**config.mk**
```make
export PLATFORM = sky130hd
export DESIGN_NAME = signed_int_to_decimal_ascii_unit
export DESIGN_NICKNAME = d
export VERILOG_FILES = /design/src/rtl/sdta_pkg.sv /design/src/rtl/sdta_sequencer.sv /design/src/rtl/sdta_datapath.sv /design/src/rtl/signed_int_to_decimal_ascii_unit.sv
export SDC_FILE = /design/constraint.sdc
export NUM_CORES = 1
export LEC_CHECK = 0
export ABC_CLOCK_PERIOD_IN_PS = 2700
export BUFFER_PORTS_ARGS = -buffer_cell sky130_fd_sc_hd__buf_4
export CAP_MARGIN = 30
export CORE_MARGIN = 4
export CORE_UTILIZATION = 52
export DETAILED_ROUTE_END_ITERATION = 10
export GPL_ROUTABILITY_DRIVEN = 1
export PLACE_DENSITY = 0.74
export SLEW_MARGIN = 20
export SYNTH_ARGS = -nofsm -noshare
export SYNTH_HDL_FRONTEND = slang
export SYNTH_SLANG_ARGS = --single-unit
```
**constraint.sdc**
```tcl
create_clock -name clk -period 2.7 [get_ports clk]
set_input_delay 0.27 -clock clk [delete_from_list [all_inputs] [get_ports clk]]
set_output_delay 0.27 -clock clk [all_outputs]
set_load 0.02 [all_outputs]
```
**src/rtl/sdta_pkg.sv**
```systemverilog
`timescale 1ns / 1ps
// shared types, control word layout and microcode program of the decimal text unit
package sdta_pkg;

	localparam int CHAR_BITS = 6;
	localparam logic [CHAR_BITS-1:0] CH_ZERO  = 6'd48;
	localparam logic [CHAR_BITS-1:0] CH_MINUS = 6'd45;

	typedef logic [2:0] step_t;

	localparam step_t ST_WAIT   = 3'd0;
	localparam step_t ST_DABBLE = 3'd1;
	localparam step_t ST_SIGN   = 3'd2;
	localparam step_t ST_SKIP   = 3'd3;
	localparam step_t ST_DIGIT  = 3'd4;

	typedef enum logic [2:0] {
		OP_LOAD,
		OP_DABBLE,
		OP_SIGN,
		OP_SKIP,
		OP_DIGIT
	} op_t;

	typedef enum logic [2:0] {
		COND_START,
		COND_BITS_DONE,
		COND_ALWAYS,
		COND_LEAD_DONE,
		COND_DIGITS_DONE
	} cond_t;

	typedef struct packed {
		logic  busy;
		op_t   op;
		cond_t cond;
		step_t target;
	} ucode_t;

	typedef struct packed {
		logic bits_done;
		logic lead_done;
		logic digits_done;
	} dp_status_t;

	function automatic ucode_t ucode_rom(input step_t pc);
		ucode_t w;
		case (pc)
			ST_WAIT:   w = '{busy: 1'b0, op: OP_LOAD,   cond: COND_START,       target: ST_DABBLE};
			ST_DABBLE: w = '{busy: 1'b1, op: OP_DABBLE, cond: COND_BITS_DONE,   target: ST_SIGN};
			ST_SIGN:   w = '{busy: 1'b1, op: OP_SIGN,   cond: COND_ALWAYS,      target: ST_SKIP};
			ST_SKIP:   w = '{busy: 1'b1, op: OP_SKIP,   cond: COND_LEAD_DONE,   target: ST_DIGIT};
			ST_DIGIT:  w = '{busy: 1'b1, op: OP_DIGIT,  cond: COND_DIGITS_DONE, target: ST_WAIT};
			default:   w = '{busy: 1'b1, op: OP_DIGIT,  cond: COND_ALWAYS,      target: ST_WAIT};
		endcase
		return w;
	endfunction

endpackage

```
**src/rtl/sdta_sequencer.sv**
```systemverilog
`timescale 1ns / 1ps
// step counter and microcode table with conditional jumps
module sdta_sequencer
	import sdta_pkg::*;
(
	input  logic       clk,
	input  logic       arst_n,
	input  logic       start,
	input  dp_status_t status,
	output ucode_t     word
);

	step_t pc_q;
	logic  jump;

	assign word = ucode_rom(pc_q);

	always_comb begin
		case (word.cond)
			COND_START:       jump = start;
			COND_BITS_DONE:   jump = status.bits_done;
			COND_ALWAYS:      jump = 1'b1;
			COND_LEAD_DONE:   jump = status.lead_done;
			COND_DIGITS_DONE: jump = status.digits_done;
			default:          jump = 1'b1;
		endcase
	end

	always_ff @(posedge clk or negedge arst_n) begin
		if (!arst_n) begin
			pc_q <= ST_WAIT;
		end else if (jump) begin
			pc_q <= word.target;
		end
	end

endmodule

```
**src/rtl/sdta_datapath.sv**
```systemverilog
`timescale 1ns / 1ps
// magnitude and bcd registers, shift-add-3 step and character output register
module sdta_datapath
	import sdta_pkg::*;
#(
	parameter int VALUE_BITS = 32
) (
	input  logic                  clk,
	input  logic                  arst_n,
	input  ucode_t                word,
	input  logic                  start,
	input  logic [VALUE_BITS-1:0] value,
	output dp_status_t            status,
	output logic                  strobe,
	output logic [CHAR_BITS-1:0]  char_code,
	output logic                  last_char
);

	localparam int NDIG     = ((VALUE_BITS * 1233) >> 12) + 1;
	localparam int BCD_BITS = NDIG * 4;
	localparam int CNT_BITS = $clog2(VALUE_BITS + 1);
	localparam int DIG_BITS = (NDIG > 1) ? $clog2(NDIG) : 1;

	logic [VALUE_BITS-1:0] mag_q;
	logic [BCD_BITS-1:0]   bcd_q;
	logic                  neg_q;
	logic [CNT_BITS-1:0]   cnt_q;
	logic [DIG_BITS-1:0]   dcnt_q;
	logic [BCD_BITS-1:0]   bcd_adj;
	logic [3:0]            top_digit;
	logic                  strobe_q;
	logic [CHAR_BITS-1:0]  char_q;
	logic                  last_q;

	assign top_digit = bcd_q[BCD_BITS-1 -: 4];

	always_comb begin
		for (int i = 0; i < NDIG; i++) begin
			bcd_adj[i*4 +: 4] = (bcd_q[i*4 +: 4] > 4'd4) ? bcd_q[i*4 +: 4] + 4'd3
			                                             : bcd_q[i*4 +: 4];
		end
	end

	assign status.bits_done   = (cnt_q == CNT_BITS'(1));
	assign status.digits_done = (dcnt_q == '0);
	assign status.lead_done   = (top_digit != 4'd0) || (dcnt_q == '0);

	always_ff @(posedge clk) begin
		case (word.op)
			OP_LOAD: begin
				if (start) begin
					neg_q  <= value[VALUE_BITS-1];
					mag_q  <= value[VALUE_BITS-1] ? ('0 - value) : value;
					bcd_q  <= '0;
					cnt_q  <= CNT_BITS'(VALUE_BITS);
					dcnt_q <= DIG_BITS'(NDIG - 1);
				end
			end
			OP_DABBLE: begin
				bcd_q <= {bcd_adj[BCD_BITS-2:0], mag_q[VALUE_BITS-1]};
				mag_q <= {mag_q[VALUE_BITS-2:0], 1'b0};
				cnt_q <= cnt_q - CNT_BITS'(1);
			end
			OP_SKIP: begin
				if (!status.lead_done) begin
					bcd_q  <= {bcd_q[BCD_BITS-5:0], 4'd0};
					dcnt_q <= dcnt_q - DIG_BITS'(1);
				end
			end
			OP_DIGIT: begin
				bcd_q  <= {bcd_q[BCD_BITS-5:0], 4'd0};
				dcnt_q <= dcnt_q - DIG_BITS'(1);
			end
			default: begin
			end
		endcase
	end

	always_ff @(posedge clk or negedge arst_n) begin
		if (!arst_n) begin
			strobe_q <= 1'b0;
		end else begin
			strobe_q <= (word.op == OP_DIGIT) || ((word.op == OP_SIGN) && neg_q);
		end
	end

	always_ff @(posedge clk) begin
		if (word.op == OP_DIGIT) begin
			char_q <= CH_ZERO + CHAR_BITS'(top_digit);
			last_q <= (dcnt_q == '0);
		end else begin
			char_q <= CH_MINUS;
			last_q <= 1'b0;
		end
	end

	assign strobe    = strobe_q;
	assign char_code = char_q;
	assign last_char = last_q;

endmodule

```
**src/rtl/signed_int_to_decimal_ascii_unit.sv**
```systemverilog
`timescale 1ns / 1ps
// top level: signed integer to decimal ascii text, one character per strobe
// steps per transaction: accept, the shift-add-3 steps over the value bits, the sign step,
// the leading zero skip, then the digit steps for the remaining digit positions
// digits leave one per cycle from the output register, each in the cycle after its step
// a new transaction is taken while the last character is still on the outputs
// arst_n clears the step counter and the strobe; data registers are not reset
module signed_int_to_decimal_ascii_unit
	import sdta_pkg::*;
#(
	parameter int VALUE_BITS = 32
) (
	input  logic                        clk,
	input  logic                        arst_n,
	input  logic                        start,
	output logic                        busy,
	input  logic signed [VALUE_BITS-1:0] value,
	output logic                        strobe,
	output logic [CHAR_BITS-1:0]        char_code,
	output logic                        last_char
);

	ucode_t     word;
	dp_status_t status;

	sdta_sequencer u_seq (
		.clk    (clk),
		.arst_n (arst_n),
		.start  (start),
		.status (status),
		.word   (word)
	);

	sdta_datapath #(
		.VALUE_BITS (VALUE_BITS)
	) u_dp (
		.clk       (clk),
		.arst_n    (arst_n),
		.word      (word),
		.start     (start),
		.value     (value),
		.status    (status),
		.strobe    (strobe),
		.char_code (char_code),
		.last_char (last_char)
	);

	assign busy = word.busy;

endmodule
```
==> impl_summary.txt <==
----------------------------------------------------
[Timing]
  Count of final setup violators ... 0
  Fraction of the cycle the final worst path needs ... 0.7939
  Sum of negative setup slack ... 0 ps
  PnR worst setup slack ... 556.5 ps
  Clk_skew ... approximately 7.2 ps
  RSZ-0062 raised after global routing ... no
  Minimum clock period after layout ... between 2000 and 2500 ps
  Relative slew slack ... 0.5313
  Highest Clock Rate ... roughly 0.47 GHz
  Max-slew violations ... 0
  Transition time of the tightest slew-check pin ... between 700 and 800 ps
  Number of failing hold endpoints at the final stage ... 0

[Pwr]
  Reported leakage power ... roughly 2.3 nW
  Switch share ... 0.3869
  Pwr/cell area ... roughly 1100 nW/µm²
  Net switching power ... roughly 2.6 mW
  Sequential cell fraction of total power ... 0.461
  P_int ... roughly 4 mW
  Relative contribution of the clock network to total power ... 0.132
  Peak supply drop ... between 0.0004 and 0.0005 V
  Part of the power in combinational logic ... 0.407

[Finish]
  Area added between synthesis and finish ... 12.68%
  Antenna fix cells ... 0
  Final std cells w/o fill ... ~700
  Number of nets in the layout ... between 600 and 700
  Leading cell type in the layout, fill and taps excluded ... sky130_fd_sc_hd__edfxtp_1
  Ratio of cells with drive above 1 in the final layout ... 0.1348
  Highest-count cells in the layout ignoring fill and taps ... 83 x sky130_fd_sc_hd__edfxtp_1, 67 x sky130_fd_sc_hd__nand2_1, 61 x sky130_fd_sc_hd__o21ai_0
  Number of filler instances in the final layout ... between 700 and 800

[Place]
  Final weighted congestion in routability-driven placement ... 0.8558
  Buffers added on ports ... 42
  Post-Place Setup Slack ... about 360 ps
  Count of placed standard cells including taps ... between 600 and 700
  Detailed Place HPWL ... ~7000 µm

[Worst setup path]
  Worst reg2reg setup slack ... around 560 ps
  Critical Setup Path Class ... register to register
  Crit-path max cell delay ... around 460 ps
  Largest fanout of any net on the critical path ... 40
  Critical path endpoint category ... register
  Endpoint of the lowest-slack register-to-register path ... u_dp.bcd_q[10]
  Startpoint type of the worst setup path ... register
  Slowest stage cell on the critical path ... sky130_fd_sc_hd__or4_1
  Path depth of the worst reg2reg path ... 7
  Launch instance of the worst register-to-register path ... u_dp.dcnt_q[0]
  Critical path arrival ... between 2000 and 2500 ps
  Crit-path cells ... inv_1, ha_1, nor3b_1, or4_1, nand2_1, a21o_1, buf_12
  Worst path required time ... 2760 ps

[Floorplanning]
  Count of pins on the block boundary ... 44
  Initial Util ... 0.5310
  Cell Rows ... 36
  Die width ... about 110 µm
  Die Y ... ~110 µm
  Die area ... 11540 µm²
  Core outline area ... approximately 9700 µm²

[Detailed routing]
  Number of nets with antenna violations after detailed routing ... 0
  Drt first-iter violations ... 217
  Via count ... between 3k and 4k
  Vias per cell ... between 5 and 6
  WL/cell ... around 14 µm
  First drt pass iteration count ... 5
  Overall routed net length ... 9879 µm
  Remaining design rule violation count ... 0

[CTS]
  CTS root buf ... sky130_fd_sc_hd__clkbuf_8
  Clk_lat worst skew ... roughly 370 ps
  H-tree Lvls ... 3
  Number of clock sinks seen by CTS ... 93
  TritonCTS clock tree ... built
  Number of buffers inserted during clock tree synthesis ... 9
  Maximum buffer depth of the clock tree ... 2
  Clock edge transition at the registers on the reported setup and hold paths ... ~100 ps
  Number of gates resized after cts ... 0

[Synth]
  Most used flip-flop cell after synthesis ... sky130_fd_sc_hd__edfxtp_1
  Post-Syn Nets ... 570
  Flip-flop and latch count after synthesis ... 93
  Number of synthesized flops with an enable pin ... 83
  Sequential element share of the synthesized area ... 0.5275
  Number of cells produced by synthesis ... 521
  Total number of yosys warnings ... 0
  Post-synthesis cell type count ... 45
  Post-synth ARST share ... 0.04301
  Average cell area after synthesis ... around 9.9 µm²
  Combined area of all synthesized cells ... 5142 µm²

[Flow run]
  Reported max-cap violation count ... 0

[GRT]
  Antenna violations before repair ... 0
  Number of global-route vias before repair ... about 3.8k
  First-pass GRT wire length ... ~17000 µm
  Total Routing Usage GR ... 0.1813
  Overflow left after global routing ... 0
  Pin count of the biggest net entering global routing ... between 50 and 60

[Hold path]
  Worst hold path depth ... 3
  Worst hold-check path type ... input pin to register
  Capture endpoint of the worst hold path ... u_seq.pc_q[0]
  Hold_sp ... start

[Outcome]
  Result of the run ... finished, final reports clean

----------------------------------------------------
[synthesized netlist by cell type (3+ instances only)]
master,count,area share
sky130_fd_sc_hd__xnor2_1,18,0.031
sky130_fd_sc_hd__o21ai_0,61,0.059
sky130_fd_sc_hd__ha_1,14,0.034
sky130_fd_sc_hd__nor2_1,35,0.026
sky130_fd_sc_hd__o22ai_1,18,0.022
sky130_fd_sc_hd__nand2_1,67,0.049
sky130_fd_sc_hd__dfrtp_1,4,0.019
sky130_fd_sc_hd__nor3b_1,11,0.016
sky130_fd_sc_hd__edfxtp_1,83,0.48
sky130_fd_sc_hd__and3_1,3,0.0037
sky130_fd_sc_hd__nand2b_1,4,0.0049
sky130_fd_sc_hd__inv_1,39,0.028
sky130_fd_sc_hd__o41ai_1,9,0.015
sky130_fd_sc_hd__nor3_1,15,0.015
sky130_fd_sc_hd__clkbuf_1,20,0.015
sky130_fd_sc_hd__xor2_1,26,0.044
sky130_fd_sc_hd__a21oi_1,46,0.045
sky130_fd_sc_hd__nor4_1,3,0.0037
sky130_fd_sc_hd__o31ai_1,9,0.013
sky130_fd_sc_hd__dfxtp_1,6,0.023
[layout make-up]
type	instances	area, µm²	area share
Clock buffer	9	123.9	0.02138
Sequential cell	93	2713	0.4681
Tap cell	133	166.4	0.02872
Inverter	39	146.4	0.02526
Timing Repair Buffer	50	390.4	0.06737
Clock inverter	7	58.81	0.01015
Multi-Input combinational cell	366	2196	0.3790
[per-layer routing]
metal,vias up,part of all wire,track usage
li1,1949,-,-
met1,1780,0.47,0.2374
met2,63,0.48,0.2989
met3,14,0.028,0.02939
met4,0,0.018,0.07845
met5,-,0,0
[through the flow]
stage	cell area (µm²)	utilization	hold slack [ps]	power, mW
2_1_floorplan	5142	-	-25.59	5.072
3_3_place_gp	5602	0.5784	74.54	5.662
3_5_place_dp	5602	0.5784	74.82	5.815
4_1_cts	5794	0.5983	195.1	6.705
5_1_grt	5794	0.5983	195.4	7.253
6_report	5794	0.5983	205.2	6.640
[worst max-delay path, delay by kind of cell, from the launching register on]
| family | cells | cell delay [ps] |
|---|---|---|
| and+or+nand+nor | 3 | 770 |
| DFF | 1 | 370 |
| buffers and inverters | 2 | 280 |
| adders and majority gates | 1 | 210 |
| AOI/OAI and AO/OA | 1 | 160 |
[sequential cells by signal, summed over array words and instances (netlist names)]
name / cells
u_dp.cnt_q: 6
u_dp.dcnt_q: 4
u_dp.mag_q: 32
u_dp.bcd_q: 40
u_dp.last_char: 1
u_seq.pc_q: 3
u_dp.strobe: 1
u_dp.neg_q: 1
u_dp.char_code: 5
[worst max path at each step]
| stage | start | endpoint | depth (start not counted) |
|---|---|---|---|
| after CTS | u_dp.dcnt_q[0] | u_dp.bcd_q[14] | 7 |
| final | u_dp.dcnt_q[0] | u_dp.bcd_q[10] | 7 |
| after global routing | value[0] | u_dp.mag_q[30] | 8 |
| after global placement | value[0] | u_dp.mag_q[30] | 8 |
| after detailed placement | value[0] | u_dp.mag_q[30] | 8 |
| after floorplan | u_dp.dcnt_q[0] | u_dp.bcd_q[0] | 6 |
[what timing repair did]
action                                 4_1_cts  5_1_grt
buffers inserted                             0        0
setup endpoints to repair                    0        0
hold buffers                                 1        0
endpoints found under the hold margin        4        0
[cell families after synthesis]
logic type,synth area share
xor+xnor,0.07494
other cells,0.0007292
fa+ha+maj,0.03406
mux,0.004865
buf+inv,0.04647
simple gates,0.1457
compound gates,0.1657
flops,0.5275
[power by group through the flow]
stage | Clock (mW) | Combinational (mW) | Sequential [mW]
floorplan | 0 | 2.10 | 2.97
detailed placement | 0 | 2.73 | 3.08
CTS | 0.896 | 2.75 | 3.06
finish | 0.876 | 2.70 | 3.06
global route | 0.958 | 3.14 | 3.15
global placement | 0 | 2.60 | 3.06
Note: power is estimated with default switching activity, not from simulation.
